$ cat config.mk
export PLATFORM = sky130hd
export DESIGN_NAME = dual_joystick_ring_watchdog
export DESIGN_NICKNAME = d
export VERILOG_FILES = /design/src/design/djrw_pkg.sv /design/src/design/dual_joystick_ring_watchdog.sv /design/src/design/djrw_front.sv /design/src/design/djrw_fifo.sv /design/src/design/djrw_back.sv
export SDC_FILE = /design/constraint.sdc
export NUM_CORES = 1
export LEC_CHECK = 0
export ABC_AREA = 0
export BUFFER_PORTS_ARGS = -buffer_cell sky130_fd_sc_hd__buf_4
export CORE_MARGIN = 1
export CORE_UTILIZATION = 60
export CTS_CLUSTER_SIZE = 30
export DETAILED_ROUTE_END_ITERATION = 10
export PLACE_DENSITY = 0.89
export SYNTH_ARGS = -nofsm -noshare
export SYNTH_HDL_FRONTEND = slang
export SYNTH_HIERARCHICAL = 1
export SYNTH_SLANG_ARGS = --single-unit
export TNS_END_PERCENT = 1
$ cat constraint.sdc
create_clock -name clk -period 15.63 [get_ports clk]
set_input_delay 1.563 -clock clk [delete_from_list [all_inputs] [get_ports clk]]
set_output_delay 1.563 -clock clk [all_outputs]
set_load 0.005 [all_outputs]
$ cat src/design/djrw_pkg.sv
package djrw_pkg;

  // Configuration register indexes
  localparam logic [2:0] CFG_ACTIVE_TIMEOUT   = 3'd0;
  localparam logic [2:0] CFG_INACTIVE_TIMEOUT = 3'd1;
  localparam logic [2:0] CFG_DEADBAND_X       = 3'd2;
  localparam logic [2:0] CFG_DEADBAND_Y       = 3'd3;
  localparam logic [2:0] CFG_CRITICAL_MODE    = 3'd4;

  // Item commands
  localparam logic CMD_UPDATE = 1'b0;
  localparam logic CMD_TICK   = 1'b1;

  // Ring select
  localparam logic RING_DRIVE = 1'b0;
  localparam logic RING_DOME  = 1'b1;

  localparam logic [16:0] ELAPSED_MAX = 17'h1FFFF;

  // Button bit positions
  localparam int B_JOY  = 0;
  localparam int B_TRIG = 1;
  localparam int B_P1   = 2;
  localparam int B_P2   = 3;
  localparam int B_P3   = 4;
  localparam int B_P4   = 5;
  localparam int B_REC  = 6;

  typedef struct packed {
    logic              cmd;
    logic              ring_sel;
    logic signed [7:0] joy_x;
    logic signed [7:0] joy_y;
    logic [7:0]        buttons;
    logic              drive_connected;
    logic              dome_connected;
  } in_t;

  typedef struct packed {
    logic              fault;
    logic              estop_pulse;
    logic signed [7:0] drive_x;
    logic signed [7:0] drive_y;
    logic signed [7:0] dome_x;
    logic signed [7:0] dome_y;
    logic [4:0]        trigger_code;
  } out_t;

  // Raw state after one item, handed from front to back
  typedef struct packed {
    logic              fault;
    logic              estop_pulse;
    logic signed [7:0] drv_x;
    logic signed [7:0] drv_y;
    logic [7:0]        drv_btn;
    logic signed [7:0] dom_x;
    logic signed [7:0] dom_y;
    logic [7:0]        dom_btn;
  } snap_t;

  // Shaping settings used by the back end
  typedef struct packed {
    logic [6:0] deadband_x;
    logic [6:0] deadband_y;
  } shape_cfg_t;

  // Deadband, then trunc(raw * 100 / 127) on the magnitude
  function automatic logic signed [7:0] shape_axis(logic signed [7:0] raw, logic [6:0] band);
    logic [7:0]  mag;
    logic [13:0] prod;
    logic [16:0] est;
    logic [6:0]  q0;
    logic [13:0] rem;
    logic [6:0]  q;
    mag  = raw[7] ? 8'(~raw + 8'sd1) : 8'(raw);
    prod = (14'(mag) << 6) + (14'(mag) << 5) + (14'(mag) << 2);
    // reciprocal estimate is exact or one low
    est  = 17'(mag) * 17'd806;
    q0   = est[16:10];
    rem  = prod - ((14'(q0) << 7) - 14'(q0));
    q    = (rem >= 14'd127) ? 7'(q0 + 7'd1) : q0;
    if (mag < {1'b0, band}) begin
      return 8'sd0;
    end
    return raw[7] ? 8'(-$signed({1'b0, q})) : 8'({1'b0, q});
  endfunction

  // Priority-encoded button chord
  function automatic logic [4:0] chord_code(logic [7:0] r, logic [7:0] l);
    logic [4:0] code;
    logic [6:0] single_pos [7];
    logic [6:0] both_pos   [6];
    logic [3:0] push_pos   [4];
    code = 5'd0;
    single_pos = '{7'(1 << B_TRIG), 7'(1 << B_P1), 7'(1 << B_P2), 7'(1 << B_P3),
                   7'(1 << B_P4), 7'(1 << B_JOY), 7'(1 << B_REC)};
    both_pos   = '{7'(1 << B_TRIG), 7'(1 << B_P1), 7'(1 << B_P2), 7'(1 << B_P3),
                   7'(1 << B_JOY), 7'(1 << B_REC)};
    push_pos   = '{4'b0001, 4'b0010, 4'b0100, 4'b1000};
    // walk from lowest to highest priority so the winner lands last
    for (int i = 6; i >= 0; i--) begin
      if ((l[6:0] & single_pos[i]) != 7'd0) code = 5'(22 + i);
    end
    for (int i = 6; i >= 0; i--) begin
      if ((r[6:0] & single_pos[i]) != 7'd0) code = 5'(15 + i);
    end
    for (int i = 3; i >= 0; i--) begin
      if (l[B_TRIG] && ((l[5:2] & push_pos[i]) != 4'd0)) code = 5'(11 + i);
    end
    for (int i = 3; i >= 0; i--) begin
      if (r[B_TRIG] && ((r[5:2] & push_pos[i]) != 4'd0)) code = 5'(7 + i);
    end
    for (int i = 5; i >= 0; i--) begin
      if (((r[6:0] & both_pos[i]) != 7'd0) && ((l[6:0] & both_pos[i]) != 7'd0)) begin
        code = 5'(1 + i);
      end
    end
    return code;
  endfunction

endpackage

$ cat src/design/dual_joystick_ring_watchdog.sv
// Dual joystick ring watchdog.
// Input queue port: in_push / in_full carry one item per transaction, either a
// ring update (axes and buttons of one ring) or a one millisecond tick with
// both link flags. Result queue port: out_empty / out_pop; the oldest result
// sits on out_data while out_empty is low. Every item gives exactly one result.
// Config port: cfg_valid / cfg_ready / cfg_index / cfg_data, always ready;
// write only while no items are in flight. Unknown indexes are dropped.
// An accepted item is written into the middle queue, then shaped and written
// into the output buffer, from which out_data shows it. Throughput: one item
// per cycle while in_full is low, set by the ring state update in the front
// end; the back end shapes one queued item per cycle while its buffer has room.
// Reset (rst_n low, synchronous): all ring state, counters and the fault clear,
// config returns to its defaults, both queues empty.
// When the receiver stalls, two results wait in the output buffer and two
// more in the middle queue; then in_full rises until out_pop drains a slot.
module dual_joystick_ring_watchdog import djrw_pkg::*; (
  input  logic        clk,
  input  logic        rst_n,
  input  logic        in_push,
  input  in_t         in_data,
  output logic        in_full,
  output logic        out_empty,
  input  logic        out_pop,
  output out_t        out_data,
  input  logic        cfg_valid,
  output logic        cfg_ready,
  input  logic [2:0]  cfg_index,
  input  logic [15:0] cfg_data
);

  shape_cfg_t shape_cfg;
  logic       q_push, q_full, q_pop, q_valid;
  snap_t      q_in, q_out;

  djrw_front u_front (
    .clk       (clk),
    .rst_n     (rst_n),
    .in_push   (in_push),
    .in_data   (in_data),
    .in_full   (in_full),
    .cfg_valid (cfg_valid),
    .cfg_ready (cfg_ready),
    .cfg_index (cfg_index),
    .cfg_data  (cfg_data),
    .shape_cfg (shape_cfg),
    .q_push    (q_push),
    .q_data    (q_in),
    .q_full    (q_full)
  );

  djrw_fifo u_fifo (
    .clk   (clk),
    .rst_n (rst_n),
    .push  (q_push),
    .din   (q_in),
    .full  (q_full),
    .pop   (q_pop),
    .dout  (q_out),
    .valid (q_valid)
  );

  djrw_back u_back (
    .clk       (clk),
    .rst_n     (rst_n),
    .shape_cfg (shape_cfg),
    .q_valid   (q_valid),
    .q_data    (q_out),
    .q_pop     (q_pop),
    .out_empty (out_empty),
    .out_pop   (out_pop),
    .out_data  (out_data)
  );

`ifndef ASSERT_OFF
  // An emergency stop always comes with the fault set
  a_pulse_fault: assert property (@(posedge clk) disable iff (!rst_n)
    (!out_empty && out_data.estop_pulse) |-> out_data.fault)
    else $error("estop pulse without fault");

  // Shaped drive_x and dome_y stay within -100..100
  a_axis_range: assert property (@(posedge clk) disable iff (!rst_n)
    !out_empty |-> ($signed(out_data.drive_x) <= 8'sd100 &&
                    $signed(out_data.drive_x) >= -8'sd100 &&
                    $signed(out_data.dome_y) <= 8'sd100 &&
                    $signed(out_data.dome_y) >= -8'sd100))
    else $error("axis out of range");

  // Reset leaves no result waiting
  a_reset_empty: assert property (@(posedge clk)
    !rst_n |=> out_empty)
    else $error("result pending after reset");

  // An accepted item reaches the middle queue on the next cycle
  a_queue_fill: assert property (@(posedge clk) disable iff (!rst_n)
    (in_push && !in_full) |=> q_valid)
    else $error("accepted item lost");
`endif

endmodule

$ cat src/design/djrw_front.sv
module djrw_front import djrw_pkg::*; (
  input  logic        clk,
  input  logic        rst_n,
  input  logic        in_push,
  input  in_t         in_data,
  output logic        in_full,
  input  logic        cfg_valid,
  output logic        cfg_ready,
  input  logic [2:0]  cfg_index,
  input  logic [15:0] cfg_data,
  output shape_cfg_t  shape_cfg,
  output logic        q_push,
  output snap_t       q_data,
  input  logic        q_full
);

  logic [15:0] act_to_r, inact_to_r;
  logic [6:0]  db_x_r, db_y_r;
  logic        crit_r;

  logic signed [7:0] drv_x_r, drv_y_r, dom_x_r, dom_y_r;
  logic signed [7:0] drv_x_nxt, drv_y_nxt, dom_x_nxt, dom_y_nxt;
  logic [7:0]  drv_btn_r, dom_btn_r, drv_btn_nxt, dom_btn_nxt;
  logic [16:0] drv_el_r, dom_el_r, drv_el_nxt, dom_el_nxt;
  logic        fault_r, fault_nxt, pulse;
  logic [16:0] limit;
  logic        accept;

  assign cfg_ready = 1'b1;
  assign in_full   = q_full;
  assign accept    = in_push && !q_full;
  assign shape_cfg = '{deadband_x: db_x_r, deadband_y: db_y_r};

  // Write configuration registers
  always_ff @(posedge clk) begin
    if (!rst_n) begin
      act_to_r   <= 16'd200;
      inact_to_r <= 16'd10000;
      db_x_r     <= 7'd16;
      db_y_r     <= 7'd16;
      crit_r     <= 1'b0;
    end else if (cfg_valid) begin
      unique case (cfg_index)
        CFG_ACTIVE_TIMEOUT:   act_to_r   <= cfg_data;
        CFG_INACTIVE_TIMEOUT: inact_to_r <= cfg_data;
        CFG_DEADBAND_X:       db_x_r     <= cfg_data[6:0];
        CFG_DEADBAND_Y:       db_y_r     <= cfg_data[6:0];
        CFG_CRITICAL_MODE:    crit_r     <= cfg_data[0];
        default: ;
      endcase
    end
  end

  // Apply an update or a tick to the ring state
  always_comb begin
    drv_x_nxt   = drv_x_r;
    drv_y_nxt   = drv_y_r;
    drv_btn_nxt = drv_btn_r;
    dom_x_nxt   = dom_x_r;
    dom_y_nxt   = dom_y_r;
    dom_btn_nxt = dom_btn_r;
    drv_el_nxt  = drv_el_r;
    dom_el_nxt  = dom_el_r;
    fault_nxt   = fault_r;
    pulse       = 1'b0;
    limit       = {1'b0, crit_r ? act_to_r : inact_to_r};
    if (in_data.cmd == CMD_UPDATE) begin
      if (in_data.ring_sel == RING_DRIVE) begin
        drv_x_nxt   = in_data.joy_x;
        drv_y_nxt   = in_data.joy_y;
        drv_btn_nxt = in_data.buttons;
        drv_el_nxt  = 17'd0;
      end else begin
        dom_x_nxt   = in_data.joy_x;
        dom_y_nxt   = in_data.joy_y;
        dom_btn_nxt = in_data.buttons;
        dom_el_nxt  = 17'd0;
      end
    end else begin
      if (drv_el_r != ELAPSED_MAX) drv_el_nxt = drv_el_r + 17'd1;
      if (dom_el_r != ELAPSED_MAX) dom_el_nxt = dom_el_r + 17'd1;
      if ((drv_el_nxt > limit) || (dom_el_nxt > limit)) begin
        fault_nxt = 1'b1;
        pulse     = !fault_r;
      end else if (in_data.drive_connected && in_data.dome_connected) begin
        fault_nxt = 1'b0;
      end
    end
  end

  // Hold ring state until an item is accepted
  always_ff @(posedge clk) begin
    if (!rst_n) begin
      drv_x_r   <= '0;
      drv_y_r   <= '0;
      drv_btn_r <= '0;
      dom_x_r   <= '0;
      dom_y_r   <= '0;
      dom_btn_r <= '0;
      drv_el_r  <= '0;
      dom_el_r  <= '0;
      fault_r   <= 1'b0;
    end else if (accept) begin
      drv_x_r   <= drv_x_nxt;
      drv_y_r   <= drv_y_nxt;
      drv_btn_r <= drv_btn_nxt;
      dom_x_r   <= dom_x_nxt;
      dom_y_r   <= dom_y_nxt;
      dom_btn_r <= dom_btn_nxt;
      drv_el_r  <= drv_el_nxt;
      dom_el_r  <= dom_el_nxt;
      fault_r   <= fault_nxt;
    end
  end

  assign q_push = accept;
  assign q_data = '{fault: fault_nxt, estop_pulse: pulse,
                    drv_x: drv_x_nxt, drv_y: drv_y_nxt, drv_btn: drv_btn_nxt,
                    dom_x: dom_x_nxt, dom_y: dom_y_nxt, dom_btn: dom_btn_nxt};

endmodule

$ cat src/design/djrw_fifo.sv
module djrw_fifo import djrw_pkg::*; (
  input  logic  clk,
  input  logic  rst_n,
  input  logic  push,
  input  snap_t din,
  output logic  full,
  input  logic  pop,
  output snap_t dout,
  output logic  valid
);

  snap_t      mem_r [2];
  logic       wptr_r, rptr_r;
  logic [1:0] cnt_r;
  logic       do_push, do_pop;

  assign full    = (cnt_r == 2'd2);
  assign valid   = (cnt_r != 2'd0);
  assign do_push = push && !full;
  assign do_pop  = pop && valid;
  assign dout    = mem_r[rptr_r];

  // Store entries
  always_ff @(posedge clk) begin
    if (do_push) mem_r[wptr_r] <= din;
  end

  // Advance pointers and count
  always_ff @(posedge clk) begin
    if (!rst_n) begin
      wptr_r <= 1'b0;
      rptr_r <= 1'b0;
      cnt_r  <= 2'd0;
    end else begin
      if (do_push) wptr_r <= !wptr_r;
      if (do_pop)  rptr_r <= !rptr_r;
      cnt_r <= cnt_r + 2'(do_push) - 2'(do_pop);
    end
  end

endmodule

$ cat src/design/djrw_back.sv
module djrw_back import djrw_pkg::*; (
  input  logic       clk,
  input  logic       rst_n,
  input  shape_cfg_t shape_cfg,
  input  logic       q_valid,
  input  snap_t      q_data,
  output logic       q_pop,
  output logic       out_empty,
  input  logic       out_pop,
  output out_t       out_data
);

  out_t       obuf_r [2];
  logic       wptr_r, rptr_r;
  logic [1:0] cnt_r;
  logic       take, give;
  out_t       res;

  // Shape axes and encode the chord
  always_comb begin
    res.fault        = q_data.fault;
    res.estop_pulse  = q_data.estop_pulse;
    res.drive_x      = shape_axis(q_data.drv_x, shape_cfg.deadband_x);
    res.drive_y      = shape_axis(q_data.drv_y, shape_cfg.deadband_y);
    res.dome_x       = shape_axis(q_data.dom_x, shape_cfg.deadband_x);
    res.dome_y       = shape_axis(q_data.dom_y, shape_cfg.deadband_y);
    res.trigger_code = chord_code(q_data.drv_btn, q_data.dom_btn);
  end

  assign take      = q_valid && (cnt_r != 2'd2);
  assign give      = out_pop && (cnt_r != 2'd0);
  assign q_pop     = take;
  assign out_empty = (cnt_r == 2'd0);
  assign out_data  = obuf_r[rptr_r];

  // Store results
  always_ff @(posedge clk) begin
    if (take) obuf_r[wptr_r] <= res;
  end

  // Advance output pointers
  always_ff @(posedge clk) begin
    if (!rst_n) begin
      wptr_r <= 1'b0;
      rptr_r <= 1'b0;
      cnt_r  <= 2'd0;
    end else begin
      if (take) wptr_r <= !wptr_r;
      if (give) rptr_r <= !rptr_r;
      cnt_r <= cnt_r + 2'(take) - 2'(give);
    end
  end

endmodule

After elaboration in Yosys (flattened, before gate mapping)
Memory sizes are Yosys's and may differ from the RTL's. A register that Yosys moved wholly into a read port is not among the register bits. Cells that the tools add are included.

Bits in writable memories: 178. Logic and storage cells: 208. Bits of input ports: 52. Register bits: 138. Output and inout bits: 42. Memories: 2.

Equality and inequality tests: 9. $add $sub $neg: 34. Multipliers: 4. Bitwise operators: 4. Mux-type cells: 86. Order comparisons: 10. Reductions and logical operators: 39.

Memory list: u_fifo.mem_r (words 2, width 50, read ports 1, clocked after memory_dff 1, write ports 1, RTL line djrw_fifo.sv:12) `snap_t mem_r [2];`; u_back.obuf_r (words 2, width 39, read ports 1, clocked after memory_dff 1, write ports 1, RTL line djrw_back.sv:13) `out_t obuf_r [2];`.

Operators by type and width (number): $mux 8 (28); $mux 5 (28); $mux 17 (8); $mul 8x9->16 const B (4); $add 14x10->14 (4); $add 14x13->14 (4); $ge 14x7->1 const B (4); $sub 14x14->14 (4); $sub 14x7->14 (4); $add 17x1->17 const B (2); $gt 17x16->1 (2); $ne 17x17->1 const B (2); $add 8x2->8 const B (4); $lt 8x7->1 (4); $neg 7->8 (4); $not 8->8 (4); $add 7x1->7 const B (4); $mux 7 (4); $logic_and 1x1->1 (20); $mux 1 (17); $mux 16 (1); $reduce_and 2->1 (7); $eq 3x2->1 const B (2); $logic_not 1->1 (6); other kinds (11) (15).

Longest topological paths before layout
Gate-level depths: netlist of run 1.

Depth after elaboration: 28. Mapped depth: 42. Gate-level depth less buffers: 40.

Hierarchy
Netlist of run 1, hierarchy kept.

By module, submodules not included: djrw_back (cells an instance 1564, instances 1, sequential area each 2442.3 um^2, area an instance 14630.3 um^2); djrw_front (cells an instance 869, instances 1, sequential area each 2602.5 um^2, area an instance 7093.1 um^2); djrw_fifo (cells an instance 182, instances 1, sequential area each 3103.0 um^2, area an instance 4098.9 um^2).

Worst setup path after synthesis of run 1
No wires, ideal clock.

Kind: register to register. Start point: reg (tool-made name). End point: mem u_back/obuf_r[0][25] (netlist name) (data pin). Cell stages (with the launch flop): 40. Path buffers: 2. Period minus slack after synthesis: 9.887 ns. Setup time: 0.266 ns. Slack: 5.743 ns. Required time: 15.364 ns. Arrival time: 9.621 ns. Cell sequence: dfxtp_1 > buf_6 > buf_12 > mux2_4 > inv_1 > ha_1 > or3b_1 > o31ai_1 > xnor2_1 > ha_1 > inv_1 > fa_1 > inv_1 > fa_1 > ha_1 > ha_1 > nand2_1 > a221o_1 > [4 not listed] > inv_1 > ha_1 > ha_1 > fa_1 > a211oi_1 > o21ai_0 > a31oi_1 > o21ai_0 > xnor2_2 > xor2_2 > mux2i_4 > mux2i_1 > ha_1 > nand2_1 > nor4_1 > nor3_1 > xnor2_1 > nor2_1.

RTL lines (RTL line): end, declared (djrw_back.sv:13).

==> flow_summary_export.csv, run 1 <==
group,metric,value,unit
sta,fin_crit,11.96,ns
min_path,min_from,"u_front/act_to_r[15]",
sta,final_max_slew_viol_count,0,
cells_and_area,layout_commonest_cell,"ha_1",
detailed_routing,routed_wl,59330,µm
sta,final-hold-violation-count,0,
worst_setup_path,cp_data_required_time,15.90,ns
placement,io_buffers,91,
clock_network,clk_pin_slew,0.06,ns
detailed_routing,vias,19600,
yosys,syn-num-nets,3083,
clock_network,clockBufferDepth,3,
clock_network,cts_tree,"yes",
clock_network,clock-sinks,312,
sta,worstMarginPinSlew,1.229,ns
floorplanning,ios,94,
sta,fin_crit_sh,76.52,%
clock_network,ctsRootBufferMaster,"clkbuf_16",
worst_setup_path,cpPeakStageDelay,0.82,ns
job,cap_violations,0,
detailed_routing,drt_iter0_markers,1402,
sta,relSlewSlack,18.05,%
worst_setup_path,crit_slowest_cell,"xor2_1",
worst_setup_path,cp.arrival,12.23,ns
worst_setup_path,critPathTopFamily,"adder cells",
detailed_routing,vias_per_cell,6.087,
global_routing,grt_pass1_vias,20230,
cells_and_area,syn2layout_area_growth,8.656,%
floorplanning,rows,75,
worst_setup_path,path_common_cell,"ha_1",
yosys,synth.avg_cell_area,9.844,µm²
sta,finalClockSkew,0.04121,ns
yosys,syn_area,25580,µm²
worst_setup_path,crit_path_max_fanout,48,
clock_network,cts_buffers,35,
clock_network,cts_hold_buf,0,
detailed_routing,drc,0,
placement,gp_congestion,0.9374,
clock_network,cts_resized,0,
worst_setup_path,worst-path-buf-inv,7,
detailed_routing,ant_nets,0,
clock_network,h-tree-depth,2,
cells_and_area,nNetsFinal,3139,
cells_and_area,drive_gt1_share,13.69,%
cells_and_area,n_fill_cell,3069,
worst_setup_path,cp-end-kind,"flip-flop",
detailed_routing,routedWlPerCell,18.43,µm
cells_and_area,mostFrequentLayoutCells,"ha_1 (346), inv_1 (273), nand2_1 (230)",
global_routing,track_usage,27.35,%
worst_setup_path,worstSetupPathType,"flip-flop to flip-flop",
global_routing,antenna_found_initial,0,
floorplanning,die-height,208.5,µm
global_routing,grt-ovfl-total,0,
run_status,status,"finished clean",
min_path,hp-class,"flip-flop to flip-flop",
floorplanning,start_util,60.86,%
sta,setup_violations,0,
placement,hpwl,43610,µm
clock_network,post_cts.repair.setup_buffers,0,
sta,fmax,83.61,MHz
sta,rsz0062_at_grt,"no",
yosys,synthCells,2599,
clock_network,clkLatencyLatePin,0.54,ns
sta,tns,0,ns
floorplanning,die_x,208.5,µm
yosys,yosysWarnings,6,
floorplanning,core-area,42040,µm²
detailed_routing,dr.pass1.iters,6,
worst_setup_path,worstSetupStartpointType,"flip-flop",
global_routing,grt_max_degree,85,
global_routing,grt_pass1_wl,97260,µm
cells_and_area,antenna_cells,0,
floorplanning,die_area,43470,µm²
==> registers in the layout (all words and copies together) (netlist names), 2 cells and up, named ones only <==
name                flops
u_fifo/mem_r           96
u_front/dom_el_r       17
u_front/drv_btn_r       7
u_front/act_to_r       16
u_front/inact_to_r     16
u_front/dom_btn_r       7
u_front/db_x_r          7
u_front/dom_y_r         8
u_back/cnt_r            2
u_front/drv_y_r         8
u_front/dom_x_r         8
u_front/drv_el_r       17
u_front/drv_x_r         8
u_fifo/cnt_r            2
u_back/obuf_r          78
u_front/db_y_r          7
==> final timing paths <==
check,to,slack (ns),depth (start not counted)
worst max-delay path,u_back/obuf_r[0][35],3.67,40
worst min-delay path,u_front/act_to_r[15],0.46,2
worst max register to register,u_back/obuf_r[0][35],3.67,40
worst min register to register,u_front/act_to_r[15],0.46,2
==> area by class of cell <==
class                      count  area, µm²  area share [%]
inverter                     277       1040           3.740
timing repair buffer         101      758.2           2.728
tap                          539      674.4           2.426
clock inverter                22      271.5          0.9767
multi-input combinational   1928      16130           58.01
sequential                   312       7990           28.74
clock buffer                  41      939.7           3.380
==> routing by layer <==
| layer | vias to the layer above | global-route usage (%) | wire length [µm] |
|---|---|---|---|
| met3 | 154 | 3.698 | 3370 |
| met5 | - | 0 | 0 |
| li1 | 9238 | - | - |
| met4 | 0 | 10.57 | 2016 |
| met1 | 9519 | 32.50 | 24000 |
| met2 | 690 | 49.75 | 29950 |
==> worst register-to-register path, delay by kind of cell (launching register included) <==
family	cells	cell delay, ns
AOI/OAI and AO/OA	9	2.09
xor gates and xnor gates	3	1.60
adders and majority gates	12	3.82
buffers and inverters	7	1.39
DFF	1	0.31
muxes	5	2.01
and+or+nand+nor	4	0.45
==> per-stage QoR <==
| step | instance area (µm²) | util (%) | hold slack (ns) | setup slack, ns | instances |
|---|---|---|---|---|---|
| 6_report | 27800 | 66.13 | 0.4562 | 3.670 | 3220 |
| 5_1_grt | 27800 | 66.13 | 0.4715 | 3.008 | 3220 |
| 4_1_cts | 27800 | 66.13 | 0.4546 | 3.758 | 3220 |
| 3_5_place_dp | 26590 | 63.24 | 0.4459 | 3.846 | 3157 |
| 3_3_place_gp | 26590 | 63.24 | 0.4387 | 4.152 | 3157 |
| 2_1_floorplan | 25580 | - | 0.4329 | 5.749 | 2599 |
Power of run 1 is not shown: default switching activity piles up to over one toggle a cycle in this logic, so the estimate is an artifact.
==> run 2, diff against run 1 <==
ABC_AREA = 1   (was 0)
PLACE_DENSITY = 0.88   (was 0.89)
clock period = 11.3 ns   (was 15.63 ns; I/O delays follow)
==> run 2 against run 1 <==
Against the previous run:
- maximum frequency is 20% higher
- highest routed layer is now met5
- cell area is 4.4% higher
- synthesized area is 4.5% higher
- clock skew is 0.027 ns lower
- count of clock-buffer cells in the layout is 1 lower
- core utilization is 0.49 points higher
- sequential cell count stayed put
- first-iteration DRC count is 13% higher
==> flow_summary_export.csv, run 2 <==
group,metric,value,unit
detailed_routing,vias_per_cell,5.503,
floorplanning,die_area,45420,µm²
yosys,synthCells,3279,
global_routing,track_usage,26.77,%
cells_and_area,largest-register,"u_fifo/mem_r",
clock_network,cts_tree,"yes",
cells_and_area,syn2layout_area_growth,8.482,%
clock_network,cts_resized,0,
sta,worstMarginPinSlew,1.130,ns
cells_and_area,nNetsFinal,3829,
yosys,syn_area,26740,µm²
placement,gp_congestion,0.9043,
sta,fin_crit_sh,88.17,%
clock_network,clock-sinks,312,
global_routing,antenna_found_initial,2,
floorplanning,ios,94,
cells_and_area,n_fill_cell,3424,
min_path,hp-class,"flip-flop to flip-flop",
global_routing,grt_pass1_vias,21260,
worst_setup_path,worst-path-buf-inv,10,
cells_and_area,mostFrequentLayoutCells,"nand2_1 (621), inv_1 (579), ha_1 (346)",
detailed_routing,routed_wl,60130,µm
sta,relSlewSlack,24.55,%
worst_setup_path,cp_data_required_time,11.65,ns
clock_network,h-tree-depth,1,
yosys,syn-num-nets,3763,
worst_setup_path,crit_slowest_cell,"dfxtp_4",
sta,fin_crit,9.964,ns
cells_and_area,antenna_cells,0,
detailed_routing,dr.pass1.iters,6,
cells_and_area,largest_register_ffs,96,
detailed_routing,drt_iter0_markers,1586,
clock_network,post_cts.repair.setup_buffers,0,
floorplanning,core-area,43550,µm²
clock_network,ctsRootBufferMaster,"clkbuf_16",
sta,final-hold-violation-count,0,
worst_setup_path,cp-end-kind,"flip-flop",
global_routing,grt_pass1_wl,98700,µm
placement,hpwl,44940,µm
cells_and_area,reg_top3,"u_fifo/mem_r (96), u_back/obuf_r (78)",
worst_setup_path,critPathTopFamily,"adder cells",
sta,finalClockSkew,0.01466,ns
worst_setup_path,worstSetupStartpointType,"flip-flop",
floorplanning,rows,76,
detailed_routing,ant_nets,0,
worst_setup_path,worstSetupPathType,"flip-flop to flip-flop",
job,cap_violations,0,
run_status,status,"finished clean",
sta,rsz0062_at_grt,"no",
sta,fmax,100.4,MHz
global_routing,grt-ovfl-total,0,
sta,setup_violations,0,
worst_setup_path,cpPeakStageDelay,0.68,ns
cells_and_area,layout_commonest_cell,"nand2_1",
sta,final_max_slew_viol_count,0,
detailed_routing,routedWlPerCell,15.20,µm
clock_network,cts_buffers,31,
placement,io_buffers,91,
yosys,yosysWarnings,6,
floorplanning,start_util,61.41,%
sta,tns,0,ns
clock_network,clockBufferDepth,3,
yosys,synth.avg_cell_area,8.156,µm²
detailed_routing,drc,0,
detailed_routing,vias,21760,
floorplanning,die-height,213.1,µm
worst_setup_path,crit_path_max_fanout,26,
floorplanning,die_x,213.1,µm
worst_setup_path,path_common_cell,"nand2_1",
clock_network,cts_hold_buf,0,
global_routing,grt_max_degree,93,
clock_network,clkLatencyLatePin,0.60,ns
clock_network,clk_pin_slew,0.07,ns
cells_and_area,drive_gt1_share,11.13,%
worst_setup_path,cp.arrival,10.31,ns
==> run 2: routing by layer <==
layer  track usage [%]  part of all wire, %
met5                 0                0.028
met4             11.19                  3.9
met3             4.383                  6.3
met2             47.32                   48
met1             32.09                   41
==> run 2: layout make-up <==
type | count | area (µm²) | share of cell area [%]
clock inverters | 18 | 259.0 | 0.8927
clock buffers | 40 | 870.8 | 3.002
flip-flops and latches | 312 | 7993 | 27.55
repair buffers | 105 | 788.3 | 2.717
inverters | 591 | 2221 | 7.655
well taps | 585 | 732.0 | 2.523
multi-input cells | 2304 | 16150 | 55.66
==> run 2: worst register-to-register path, delay by kind of cell (launching register included) <==
family                     cells  cell delay (ns)
DFF                            1             0.68
muxes                          1             0.37
adders and majority gates     11             4.14
buffers and inverters         10             1.20
AOI/OAI and AO/OA              1             0.24
xor gates and xnor gates       2             0.70
and+or+nand+nor               20             2.34
==> run 2: path summary, 6_finish.rpt <==
check | start | endpoint | slack [ns] | cells after the start
max | flip-flop | u_back/obuf_r[1][33] | 1.34 | 45
min | u_back/rptr_r | flip-flop | 0.45 | 1
max reg2reg | flip-flop | u_back/obuf_r[1][33] | 1.34 | 45
min reg2reg | u_back/rptr_r | flip-flop | 0.45 | 1
==> run 2: metrics by stage <==
step | hold WS [ns] | worst slack, ns | std cells | cell area, µm² | util (%)
after floorplan | 0.4245 | 2.646 | 3279 | 26740 | -
after global routing | 0.4602 | 0.4896 | 3955 | 29010 | 66.61
after global placement | 0.4252 | 1.541 | 3897 | 27880 | 64.02
after CTS | 0.4504 | 1.386 | 3955 | 29010 | 66.61
after detailed placement | 0.4398 | 1.435 | 3897 | 27880 | 64.02
final | 0.4513 | 1.336 | 3955 | 29010 | 66.61
Power of run 2 is left out for the same reason.
==> run 3, diff against run 2 <==
PLACE_DENSITY = 0.89   (was 0.88)
SYNTH_HIERARCHICAL = not set   (was 1)
==> run 3 against run 2 <==
Against the previous run:
- count of clock-buffer cells in the layout up 5
- cell area decreased by 3.1%
- die area decreased by 3.6%
- core utilization grew 0.076 points
- largest cell class unchanged
- highest routed layer is now met4
==> flow_summary_export.csv, run 3 <==
group,metric,value,unit
sta,tns,0,ns
detailed_routing,drc,0,
sta,fin_crit_sh,92.66,%
yosys,yosysMostFrequentCell,"nand2_1",
sta,worstMarginPinSlew,1.135,ns
global_routing,grt-ovfl-total,0,
yosys,yosysWarnings,0,
detailed_routing,ant_nets,0,
clock_network,ctsRootBufferMaster,"clkbuf_16",
yosys,yosysSeqAreaShare,30.99,%
clock_network,cts_buffers,36,
run_status,status,"finished clean",
yosys,synth_edf_count,174,
cells_and_area,syn2layout_area_growth,9.019,%
worst_setup_path,crit_slowest_cell,"nor3b_1",
yosys,synth_xor_area_share,3.786,%
floorplanning,die_area,43790,µm²
yosys,muxShareOfSynthArea,2.442,%
sta,setup_violations,0,
sta,final_max_slew_viol_count,0,
clock_network,cts_tree,"yes",
worst_setup_path,path_common_cell,"ha_1",
clock_network,cts_resized,0,
yosys,synth_top_family_by_area,"adder cells",
sta,finalClockSkew,0.02068,ns
sta,fmax,95.50,MHz
min_path,hp-class,"flip-flop to flip-flop",
worst_setup_path,rr_endpoint,"u_back.obuf_r[1][11]",
worst_setup_path,r2r_slack,0.83,ns
placement,io_buffers,91,
sta,fin_crit,10.47,ns
clock_network,post_cts.repair.setup_buffers,0,
cells_and_area,nNetsFinal,3771,
floorplanning,start_util,61.17,%
clock_network,cts_hold_buf,0,
placement,post-place-ws,1.086,ns
floorplanning,die_x,209.3,µm
job,cap_violations,0,
yosys,synth.avg_cell_area,8.022,µm²
sta,final-hold-violation-count,0,
yosys,syn-num-nets,3695,
worst_setup_path,reg2regPathDepth,42,
clock_network,clk_pin_slew,0.06,ns
sta,relSlewSlack,24.05,%
yosys,synth_cell_types,58,
detailed_routing,vias,21780,
sta,setup_slack,0.8291,ns
floorplanning,core-area,42130,µm²
clock_network,clock-sinks,312,
yosys,ys_seq_elements,312,
yosys,syn_area,25770,µm²
cells_and_area,reg_top3,"u_fifo.mem_r (96), u_back.obuf_r (78)",
global_routing,antenna_found_initial,0,
cells_and_area,largest-register,"u_fifo.mem_r",
floorplanning,die-height,209.3,µm
global_routing,grt_max_degree,98,
yosys,synth_top_area_cell,"edfxtp_1",
cells_and_area,fin_cells,3854,
yosys,synthCells,3213,
min_path,min_from,"u_back.rptr_r",
detailed_routing,routedWlPerCell,15.53,µm
worst_setup_path,worstSetupPathType,"flip-flop to flip-flop",
clock_network,clkLatencyLatePin,0.56,ns
sta,rsz0062_at_grt,"no",
yosys,synthArstFlopShare,0,%
yosys,synth_area_leaders,"edfxtp_1 (20%), ha_1 (17%), dfxtp_1 (11%)",
placement,place_inst,3790,
cells_and_area,antenna_cells,0,
cells_and_area,mostFrequentLayoutCells,"nand2_1 (637), inv_1 (556), ha_1 (346)",
worst_setup_path,cpPeakStageDelay,0.66,ns
yosys,synth_compound_area_share,9.704,%
cells_and_area,layout_commonest_cell,"nand2_1",
clock_network,h-tree-depth,2,
floorplanning,ios,94,
min_path,hold_path_depth,1,
detailed_routing,routed_wl,59850,µm
global_routing,track_usage,27.78,%
yosys,synth_top_area_share,20.27,%
worst_setup_path,crit_path_max_fanout,41,
detailed_routing,drt_iter0_markers,1523,
cells_and_area,drive_gt1_share,8.356,%
yosys,yosys.area_share.simple,20.33,%
worst_setup_path,cp.arrival,10.85,ns
yosys,netlist_top_cells_count,"nand2_1 (637), inv_1 (556), ha_1 (346)",
cells_and_area,largest_register_ffs,96,
detailed_routing,dr.pass1.iters,8,
detailed_routing,vias_per_cell,5.651,
floorplanning,rows,75,
clock_network,clockBufferDepth,3,
worst_setup_path,worstSetupStartpointType,"flip-flop",
placement,gp_congestion,0.9702,
global_routing,grt_pass1_wl,100400,µm
yosys,synth_ff_type,"edfxtp_1",
placement,hpwl,44880,µm
yosys,synth-adder-area-share,23.32,%
worst_setup_path,cp_data_required_time,11.68,ns
global_routing,grt_pass1_vias,21740,
worst_setup_path,cp-end-kind,"flip-flop",
## run 3: cells by family after synthesis
| logic type | Yosys count |
|---|---|
| buffers and inverters | 632 |
| other | 1 |
| DFF | 312 |
| muxes | 58 |
| and+or+nand+nor | 1237 |
| AOI/OAI and AO/OA | 435 |
| adders and majority gates | 430 |
| xor gates and xnor gates | 108 |
## run 3: final cells by class
| cell class | instances | area, µm² |
|---|---|---|
| Tap cell | 539 | 674.4 |
| Sequential cell | 312 | 7990 |
| Clock inverter | 19 | 167.7 |
| Multi-Input combinational cell | 2269 | 15410 |
| Fill cell | 3200 | 14030 |
| Timing Repair Buffer | 104 | 780.7 |
| Inverter | 566 | 2125 |
| Clock buffer | 45 | 955.9 |
## run 3: routing by layer
metal,share of wire [%],GRT usage (%),vias to the layer above,wire length [µm]
li1,-,-,10660,-
met1,41,33.41,10170,24420
met2,49,48.78,775,29200
met3,6.2,4.070,180,3715
met4,4.2,13.34,0,2511
met5,0,0,-,0
## run 3: per-stage QoR
stage / utilization, % / hold WS [ns] / cell area, µm²
2_1_floorplan: - / 0.4244 / 25770
3_3_place_gp: 64.02 / 0.4236 / 26980
3_5_place_dp: 64.02 / 0.4454 / 26980
4_1_cts: 66.69 / 0.4523 / 28100
5_1_grt: 66.69 / 0.4639 / 28100
6_report: 66.69 / 0.4511 / 28100
## run 3: worst max-delay path: cells and delay by family, from the launching register on
| family | cells | cell delay [ns] |
|---|---|---|
| flops | 1 | 0.61 |
| buf+inv | 7 | 1.00 |
| simple gates | 19 | 3.16 |
| xor+xnor | 3 | 1.08 |
| compound gates | 2 | 0.43 |
| fa+ha+maj | 11 | 3.95 |
## run 3: how the worst max path moves through the flow
stage	slack [ns]	to	from
2_1_floorplan	2.97	u_back.obuf_r[0][35]	flip-flop
3_3_place_gp	1.17	u_back.obuf_r[0][35]	flip-flop
3_5_place_dp	1.09	u_back.obuf_r[0][31]	flip-flop
4_1_cts	0.88	u_back.obuf_r[1][11]	flip-flop
5_1_grt	0.05	u_back.obuf_r[1][7]	flip-flop
6_report	0.83	u_back.obuf_r[1][11]	flip-flop
Power of run 3 is left out for the same reason.
